[config.mk]
export PLATFORM = sky130hd
export DESIGN_NAME = imu_serial_frame_parser
export DESIGN_NICKNAME = d
export VERILOG_FILES = /design/src/hdl/imu_sfp_pkg.sv /design/src/hdl/imu_sfp_parser.sv /design/src/hdl/imu_sfp_emitter.sv /design/src/hdl/imu_serial_frame_parser.sv
export VERILOG_INCLUDE_DIRS = /design/src /design/src/hdl
export SDC_FILE = /design/constraint.sdc
export NUM_CORES = 1
export LEC_CHECK = 0
export BUFFER_PORTS_ARGS = -buffer_cell sky130_fd_sc_hd__buf_4
export CAP_MARGIN = 20
export CORE_MARGIN = 3
export CORE_UTILIZATION = 40
export CTS_BUF_LIST = sky130_fd_sc_hd__clkbuf_16
export DETAILED_ROUTE_END_ITERATION = 8
export GPL_TIMING_DRIVEN = 0
export PLACE_DENSITY = 0.6
export SYNTH_ARGS = -nofsm -noshare
export SYNTH_HDL_FRONTEND = slang
export SYNTH_SLANG_ARGS = --single-unit
[constraint.sdc]
create_clock -name clk -period 33.1 [get_ports clk]
set_input_delay 4.965 -clock clk [delete_from_list [all_inputs] [get_ports clk]]
set_output_delay 4.965 -clock clk [all_outputs]
set_load 0.01 [all_outputs]
[src/hdl/imu_serial_frame_parser_assert.svh]
// Assertion macros for the IMU serial frame parser.
// Needs a clock named clk and an active-low reset named rst_n in the including scope.
`ifndef IMU_SERIAL_FRAME_PARSER_ASSERT_SVH
`define IMU_SERIAL_FRAME_PARSER_ASSERT_SVH

// Same-cycle implication, checked outside reset.
`define SFP_ASSERT_NOW(label, ante, cons, msg) \
    label: assert property (@(posedge clk) disable iff (!rst_n) (ante) |-> (cons)) \
        else $error(msg);

// Next-cycle implication, checked outside reset.
`define SFP_ASSERT_NEXT(label, ante, cons, msg) \
    label: assert property (@(posedge clk) disable iff (!rst_n) (ante) |=> (cons)) \
        else $error(msg);

`endif

[src/hdl/imu_sfp_pkg.sv]
// Shared constants and types for the IMU serial frame parser.
// No dependencies; imported by all RTL modules, checker and testbench.
package imu_sfp_pkg;

    localparam logic [7:0] SYNC_BYTE  = 8'h55;
    localparam logic [7:0] TYPE_LOW   = 8'h50;
    localparam logic [7:0] TYPE_HIGH  = 8'h5A;
    localparam logic [7:0] TYPE_ACCEL = 8'h51;
    localparam logic [7:0] TYPE_RATE  = 8'h52;
    localparam logic [7:0] TYPE_ANGLE = 8'h53;
    localparam logic [7:0] TYPE_QUAT  = 8'h59;

    localparam int FRAME_LEN    = 11;
    localparam int POS_W        = 4;
    localparam int DATA_BYTES   = 8;
    localparam int DATA_IDX_W   = 3;
    localparam int NUM_CHANNELS = 13;
    localparam int CHAN_W       = 4;
    localparam int SAMPLE_W     = 16;
    localparam int TIME_W       = 32;

    localparam logic [POS_W-1:0]  POS_TYPE     = POS_W'(1);
    localparam logic [POS_W-1:0]  POS_FIRST    = POS_W'(2);
    localparam logic [POS_W-1:0]  POS_CHECKSUM = POS_W'(FRAME_LEN - 1);
    localparam logic [CHAN_W-1:0] LAST_CHANNEL = CHAN_W'(NUM_CHANNELS - 1);

    typedef logic [NUM_CHANNELS-1:0][SAMPLE_W-1:0] chan_vals_t;

    typedef struct packed {
        logic              fire;
        logic [TIME_W-1:0] stamp;
    } snap_req_t;

endpackage

[src/hdl/imu_sfp_parser.sv]
// Byte-level frame parser: sync hunt, type check, running checksum, value registers.
// Depends on imu_sfp_pkg.
module imu_sfp_parser (
    input  logic                           clk,
    input  logic                           rst_n,
    input  logic                           accept,
    input  logic                           kind,
    input  logic [7:0]                     rx_byte,
    input  logic [31:0]                    now_ms,
    output logic [imu_sfp_pkg::POS_W-1:0]  frame_pos,
    output imu_sfp_pkg::snap_req_t         snap_req,
    output imu_sfp_pkg::chan_vals_t        snap_vals
);
    import imu_sfp_pkg::*;

    logic [POS_W-1:0]  pos_reg, pos_next;
    logic [7:0]        sum_reg, sum_next;
    logic [7:0]        type_reg, type_next;
    logic [7:0]        data_reg [DATA_BYTES];
    logic              data_we;
    logic [DATA_IDX_W-1:0] data_idx;
    chan_vals_t        vals_reg, vals_next;
    logic              have_accel_reg, have_accel_next;
    logic              have_rate_reg, have_rate_next;
    logic              fire;
    logic [SAMPLE_W-1:0] words [4];

    always_comb
    begin
        for (int k = 0; k < 4; k++)
        begin
            words[k] = {data_reg[2*k+1], data_reg[2*k]};
        end
    end

    assign data_idx = DATA_IDX_W'(pos_reg - POS_FIRST);

    always_comb
    begin
        pos_next        = pos_reg;
        sum_next        = sum_reg;
        type_next       = type_reg;
        vals_next       = vals_reg;
        have_accel_next = have_accel_reg;
        have_rate_next  = have_rate_reg;
        data_we         = 1'b0;
        fire            = 1'b0;
        if (accept)
        begin
            if (kind)
            begin
                pos_next = '0;
                sum_next = '0;
            end
            else if (pos_reg == '0)
            begin
                if (rx_byte == SYNC_BYTE)
                begin
                    sum_next = rx_byte;
                    pos_next = POS_TYPE;
                end
            end
            else if (pos_reg == POS_TYPE)
            begin
                if (rx_byte < TYPE_LOW || rx_byte > TYPE_HIGH)
                begin
                    pos_next = '0;
                    sum_next = '0;
                end
                else
                begin
                    type_next = rx_byte;
                    sum_next  = sum_reg + rx_byte;
                    pos_next  = POS_FIRST;
                end
            end
            else if (pos_reg < POS_CHECKSUM)
            begin
                data_we  = 1'b1;
                sum_next = sum_reg + rx_byte;
                pos_next = pos_reg + POS_W'(1);
            end
            else
            begin
                // checksum byte: drop the frame on mismatch
                pos_next = '0;
                sum_next = '0;
                if (sum_reg == rx_byte)
                begin
                    case (type_reg)
                        TYPE_ACCEL:
                        begin
                            for (int k = 0; k < 3; k++) vals_next[k] = words[k];
                            have_accel_next = 1'b1;
                        end
                        TYPE_RATE:
                        begin
                            for (int k = 0; k < 3; k++) vals_next[3+k] = words[k];
                            have_rate_next = 1'b1;
                        end
                        TYPE_ANGLE:
                        begin
                            for (int k = 0; k < 3; k++) vals_next[6+k] = words[k];
                            fire = have_accel_reg && have_rate_reg;
                        end
                        TYPE_QUAT:
                        begin
                            for (int k = 0; k < 4; k++) vals_next[9+k] = words[k];
                        end
                        default:
                        begin
                            fire = 1'b0;
                        end
                    endcase
                end
            end
        end
    end

    always_ff @(posedge clk or negedge rst_n)
    begin
        if (!rst_n)
        begin
            pos_reg        <= '0;
            sum_reg        <= '0;
            vals_reg       <= '0;
            have_accel_reg <= 1'b0;
            have_rate_reg  <= 1'b0;
        end
        else
        begin
            pos_reg        <= pos_next;
            sum_reg        <= sum_next;
            vals_reg       <= vals_next;
            have_accel_reg <= have_accel_next;
            have_rate_reg  <= have_rate_next;
        end
    end

    // frame payload needs no reset: only bytes of the current frame are read
    always_ff @(posedge clk)
    begin
        type_reg <= type_next;
        if (data_we)
        begin
            data_reg[data_idx] <= rx_byte;
        end
    end

    assign frame_pos      = pos_reg;
    assign snap_req.fire  = fire;
    assign snap_req.stamp = now_ms;
    assign snap_vals      = vals_next;

endmodule

[src/hdl/imu_sfp_emitter.sv]
// Snapshot buffer and output register: plays out 13 channel beats per snapshot.
// Depends on imu_sfp_pkg.
module imu_sfp_emitter (
    input  logic                             clk,
    input  logic                             rst_n,
    input  imu_sfp_pkg::snap_req_t           snap_req,
    input  imu_sfp_pkg::chan_vals_t          snap_vals,
    output logic                             busy,
    output logic                             out_valid,
    input  logic                             out_stall,
    output logic [imu_sfp_pkg::CHAN_W-1:0]   channel,
    output logic signed [15:0]               sample,
    output logic [31:0]                      timestamp_ms,
    output logic                             last
);
    import imu_sfp_pkg::*;

    chan_vals_t          buf_reg;
    logic [TIME_W-1:0]   stamp_reg;
    logic [CHAN_W-1:0]   idx_reg;
    logic                busy_reg;
    logic                valid_reg;
    logic [CHAN_W-1:0]   chan_reg;
    logic [SAMPLE_W-1:0] sample_reg;
    logic [TIME_W-1:0]   ts_reg;
    logic                last_reg;
    logic                load;

    // advance when the output register is empty or being taken
    assign load = busy_reg && (!valid_reg || !out_stall);

    always_ff @(posedge clk or negedge rst_n)
    begin
        if (!rst_n)
        begin
            busy_reg  <= 1'b0;
            idx_reg   <= '0;
            valid_reg <= 1'b0;
        end
        else
        begin
            if (snap_req.fire)
            begin
                busy_reg <= 1'b1;
                idx_reg  <= '0;
            end
            else if (load)
            begin
                idx_reg <= idx_reg + CHAN_W'(1);
                if (idx_reg == LAST_CHANNEL)
                begin
                    busy_reg <= 1'b0;
                end
            end
            if (load)
            begin
                valid_reg <= 1'b1;
            end
            else if (!out_stall)
            begin
                valid_reg <= 1'b0;
            end
        end
    end

    always_ff @(posedge clk)
    begin
        if (snap_req.fire)
        begin
            buf_reg   <= snap_vals;
            stamp_reg <= snap_req.stamp;
        end
        if (load)
        begin
            chan_reg   <= idx_reg;
            sample_reg <= buf_reg[idx_reg];
            ts_reg     <= stamp_reg;
            last_reg   <= (idx_reg == LAST_CHANNEL);
        end
    end

    assign busy         = busy_reg;
    assign out_valid    = valid_reg;
    assign channel      = chan_reg;
    assign sample       = $signed(sample_reg);
    assign timestamp_ms = ts_reg;
    assign last         = last_reg;

endmodule

[src/hdl/imu_serial_frame_parser.sv]
// Top level of the IMU serial frame parser: byte parser feeding a snapshot emitter.
// Depends on imu_sfp_pkg, imu_sfp_parser, imu_sfp_emitter and the assertion header.
//
//   Channel  Direction  Handshake            Beat contents
//   in       sink       in_valid / in_stall  kind, rx_byte, now_ms
//   out      source     out_valid / out_stall channel, sample, timestamp_ms, last
//
// One byte is taken per unstalled cycle; its frame state updates at the accepting edge.
// A good angle frame with both accel and rate seen yields 13 beats via the snapshot
// buffer and the output register, one per cycle the output is not stalled.
// in_stall rises only while a snapshot is still playing out and the next byte
// would be a checksum byte; it is set by the single snapshot buffer.
// Reset (rst_n, asynchronous) clears frame position, checksum, values and flags.
module imu_serial_frame_parser (
    input  logic                            clk,
    input  logic                            rst_n,
    input  logic                            in_valid,
    output logic                            in_stall,
    input  logic                            kind,
    input  logic [7:0]                      rx_byte,
    input  logic [31:0]                     now_ms,
    output logic                            out_valid,
    input  logic                            out_stall,
    output logic [imu_sfp_pkg::CHAN_W-1:0]  channel,
    output logic signed [15:0]              sample,
    output logic [31:0]                     timestamp_ms,
    output logic                            last
);
    import imu_sfp_pkg::*;

`include "imu_serial_frame_parser_assert.svh"

    logic             in_accept;
    logic [POS_W-1:0] frame_pos;
    logic             emit_busy;
    snap_req_t        snap_req;
    chan_vals_t       snap_vals;

    // hold input only when a new snapshot could collide with one in flight
    assign in_stall  = emit_busy && (frame_pos == POS_CHECKSUM);
    assign in_accept = in_valid && !in_stall;

    imu_sfp_parser u_parser (
        .clk       (clk),
        .rst_n     (rst_n),
        .accept    (in_accept),
        .kind      (kind),
        .rx_byte   (rx_byte),
        .now_ms    (now_ms),
        .frame_pos (frame_pos),
        .snap_req  (snap_req),
        .snap_vals (snap_vals)
    );

    imu_sfp_emitter u_emitter (
        .clk          (clk),
        .rst_n        (rst_n),
        .snap_req     (snap_req),
        .snap_vals    (snap_vals),
        .busy         (emit_busy),
        .out_valid    (out_valid),
        .out_stall    (out_stall),
        .channel      (channel),
        .sample       (sample),
        .timestamp_ms (timestamp_ms),
        .last         (last)
    );

    // a snapshot must never overwrite one still playing out
    `SFP_ASSERT_NOW(a_no_fire_while_busy, snap_req.fire, !emit_busy, "snapshot while busy")
    // a fired snapshot starts playing out on the next cycle
    `SFP_ASSERT_NEXT(a_fire_starts_run, snap_req.fire, emit_busy, "snapshot not started")
    // the end-of-run flag belongs to the final channel only
    `SFP_ASSERT_NOW(a_last_on_final, out_valid && last, channel == LAST_CHANNEL,
        "last on wrong channel")

endmodule

==> reports/metrics.cfg <==
[sta]
rsz0062_at_grt=false
drv_slew=0
worst_slew_margin_rel_pct=21.6
tns_ps=0
finalCritPeriodShare_pct=24.6
hold_viol_final=0
max_clock_freq_ghz=0.123
final.setup.worst_slack_ps=24940
worst_pin_slew_ps=1180
fin_skew_ps=23.9
min_period_ps=8160
setup_violations=0

[drt]
dr.first_iter.drc_count=972
firstDrtPassIters=5
avgViaCountPerCell=5.29
ant_nets=0
vias=10700
route.final.wire_length_um=48400
routedWlPerCell_um=23.8
drc=0

[cells_and_area]
antennaDiodeCount=0
area_growth_pct=17.0
layout-drive-gt1-share_pct=35.9
layout.nets=1356
final_cells=2033

[yosys]
yosysSeqAreaShare_pct=76.5
yosys_warnings=0
synth_ff_type=edfxtp_1
syn_avg_cell_area_um2=19.4
synth_top_area_share_pct=50.3
ys_async_sr_fraction_pct=38.4
synth.net_count=1179
synth_area_leader_cell=edfxtp_1
synth_edf_count=365
synth.most_common_cell=edfxtp_1
yosys-top-cells-count=365 x edfxtp_1, 228 x dfrtp_1, 208 x mux2_2, 50 x nand2_1, 48 x mux4_2
synth_area_um2=21800
ys_ff_latch=593
synth_cell_types=50
syn-instance-count=1120
synth_area_leaders=edfxtp_1 50%, dfrtp_1 26%, mux2_2 11%

[cts]
cts_tree=yes
htreeDepth=2
clk_path_buf_depth=3
clk_latency_ps=600
cts_made_buffers=58
clock-root-buffer=clkbuf_16
cts_resized=0
cts.clk_slew.worst_paths_ps=60
cts.sinks=593
cts_hold_buf=0
cts_setup_buffers=0

[setup_path]
slowest_delay_ps=790
crit_path_cell_trace=buf_4 > ha_1 > nor4_1 > o211ai_1 > nor3_1 > nand3_1 > nor2_4 > buf_12 > buf_12 > buf_12 > buf_12
cp-start-kind=input port
path_max_fanout=29
slowest_stage=nor2_4
path_common_cell=buf_12
crit_cells=11
end_kind=flop
path_class=in2reg
crit_family=simple AND/OR/NAND/NOR gates
reg2regPathDepth=10
critPathArrivalTime_ps=8440
crit_required_ps=33390
worst-path-buf-inv=5

[global_routing]
gr-total-overflow=0
grt_pass1_vias=11100
grt_pass1_wl_um=71900
antenna_found_initial=1
track_usage_pct=17.2
grt_max_degree=93

[floorplanning]
ios=100
rows=84
die_area_um2=57300
initial_core_util_pct=41.0
die_x_um=239
die_y_um=239
placeableCoreArea_um2=53200

[place]
dp_hpwl_um=31000
portBuffers=99
place.gp.congestion=0.752
pre_cts_slack_ps=24330
post-place-cells=1923

[power]
leakagePower_nw=10.8
powerDensity_nw_per_um2=56.8
ir_worst_vdd_uv=39.9

[run_status]
outcome=finished, final reports clean

[hold_path]
whs_path_depth=0
hold_class=reg2reg

[run]
cap_violations=0

## path summary, 6_finish.rpt
kind / startpoint / endpoint / slack [ps]
worst max-delay path: rx_byte[2] / u_emitter.buf_reg[179] / 24940
worst min-delay path: u_emitter.stamp_reg[23] / u_emitter.timestamp_ms[23] / 420
worst max register to register: u_parser.sum_reg[2] / u_emitter.buf_reg[179] / 29160
worst min register to register: u_emitter.stamp_reg[23] / u_emitter.timestamp_ms[23] / 420
max in group asynchronous: rst_n / u_parser.vals_reg[160] / 27550
min in group asynchronous: rst_n / u_parser.vals_reg[6] / 4290
## kinds of logic (layout without fill, tap and decap cells)
kind of cell | after synthesis | after routing | synth area share, %
AO/OA/AOI/OAI | 80 | 80 | 2.48
XOR/XNOR | 10 | 10 | 0.402
adder cells (fa/ha/maj) | 14 | 14 | 0.839
buffers and inverters | 60 | 285 | 1.55
flip-flops | 593 | 593 | 76.5
multiplexers | 256 | 256 | 15.7
AND/OR/NAND/NOR | 107 | 107 | 2.50
## placed cells by master, fill, tap and decap left out, types with 3 or more instances in the layout
master,n
a21oi_1,12
a221oi_1,16
a31oi_1,20
and2_1,3
and3_1,4
buf_1,5
buf_12,7
buf_16,4
buf_2,8
buf_4,110
buf_6,12
clkbuf_1,15
clkbuf_16,59
clkinv_1,19
clkinv_2,6
dfrtp_1,228
edfxtp_1,365
ha_1,13
inv_1,32
mux2_2,208
mux4_2,48
nand2_1,50
nand2b_1,5
nand3b_1,3
nand4_1,3
nor2_1,11
nor2b_1,3
nor3_1,4
nor3b_2,3
nor4_2,3
o21ai_0,15
o21bai_1,3
o311ai_0,4
xnor2_1,5
xor2_1,5
## per-stage QoR
| stage | util, % | instance area [um^2] | hold WS, ps | total power, mW |
|---|---|---|---|---|
| 5_1_grt | 47.9 | 25500 | 425 | 1.50 |
| 3_3_place_gp | 44.0 | 23400 | 400 | 0.857 |
| 6_report | 47.9 | 25500 | 418 | 1.45 |
| 2_1_floorplan | - | 21800 | 400 | 0.835 |
| 4_1_cts | 47.9 | 25500 | 418 | 1.46 |
| 3_5_place_dp | 44.6 | 23700 | 405 | 0.859 |
## power by group
| group | switching [mW] | internal, mW | total [mW] | leakage (nW) |
|---|---|---|---|---|
| logic | 0.0328 | 0.0203 | 0.0531 | 2.80 |
| clock network | 0.268 | 0.336 | 0.604 | 0.926 |
| registers | 0.00385 | 0.787 | 0.791 | 7.04 |
## layer usage
| metal | up-vias | wire (um) | GRT usage (%) |
|---|---|---|---|
| met3 | 64 | 2530 | 2.92 |
| met1 | 5717 | 22100 | 24.4 |
| met4 | 2 | 902 | 4.69 |
| met2 | 282 | 22900 | 27.7 |
| met5 | - | 11 | 0 |
| li1 | 4684 | - | - |
## cell type report
| cell class | instances | area, um^2 |
|---|---|---|
| inverters | 13 | 48.8 |
| clock inverters | 49 | 258 |
| fillers | 4457 | 27700 |
| plain buffers | 47 | 292 |
| multi-input cells | 467 | 4810 |
| repair buffers | 117 | 1070 |
| clock buffers | 59 | 1480 |
| flip-flops and latches | 593 | 16700 |
| well taps | 688 | 861 |
Power figures use the tool's default switching activity.
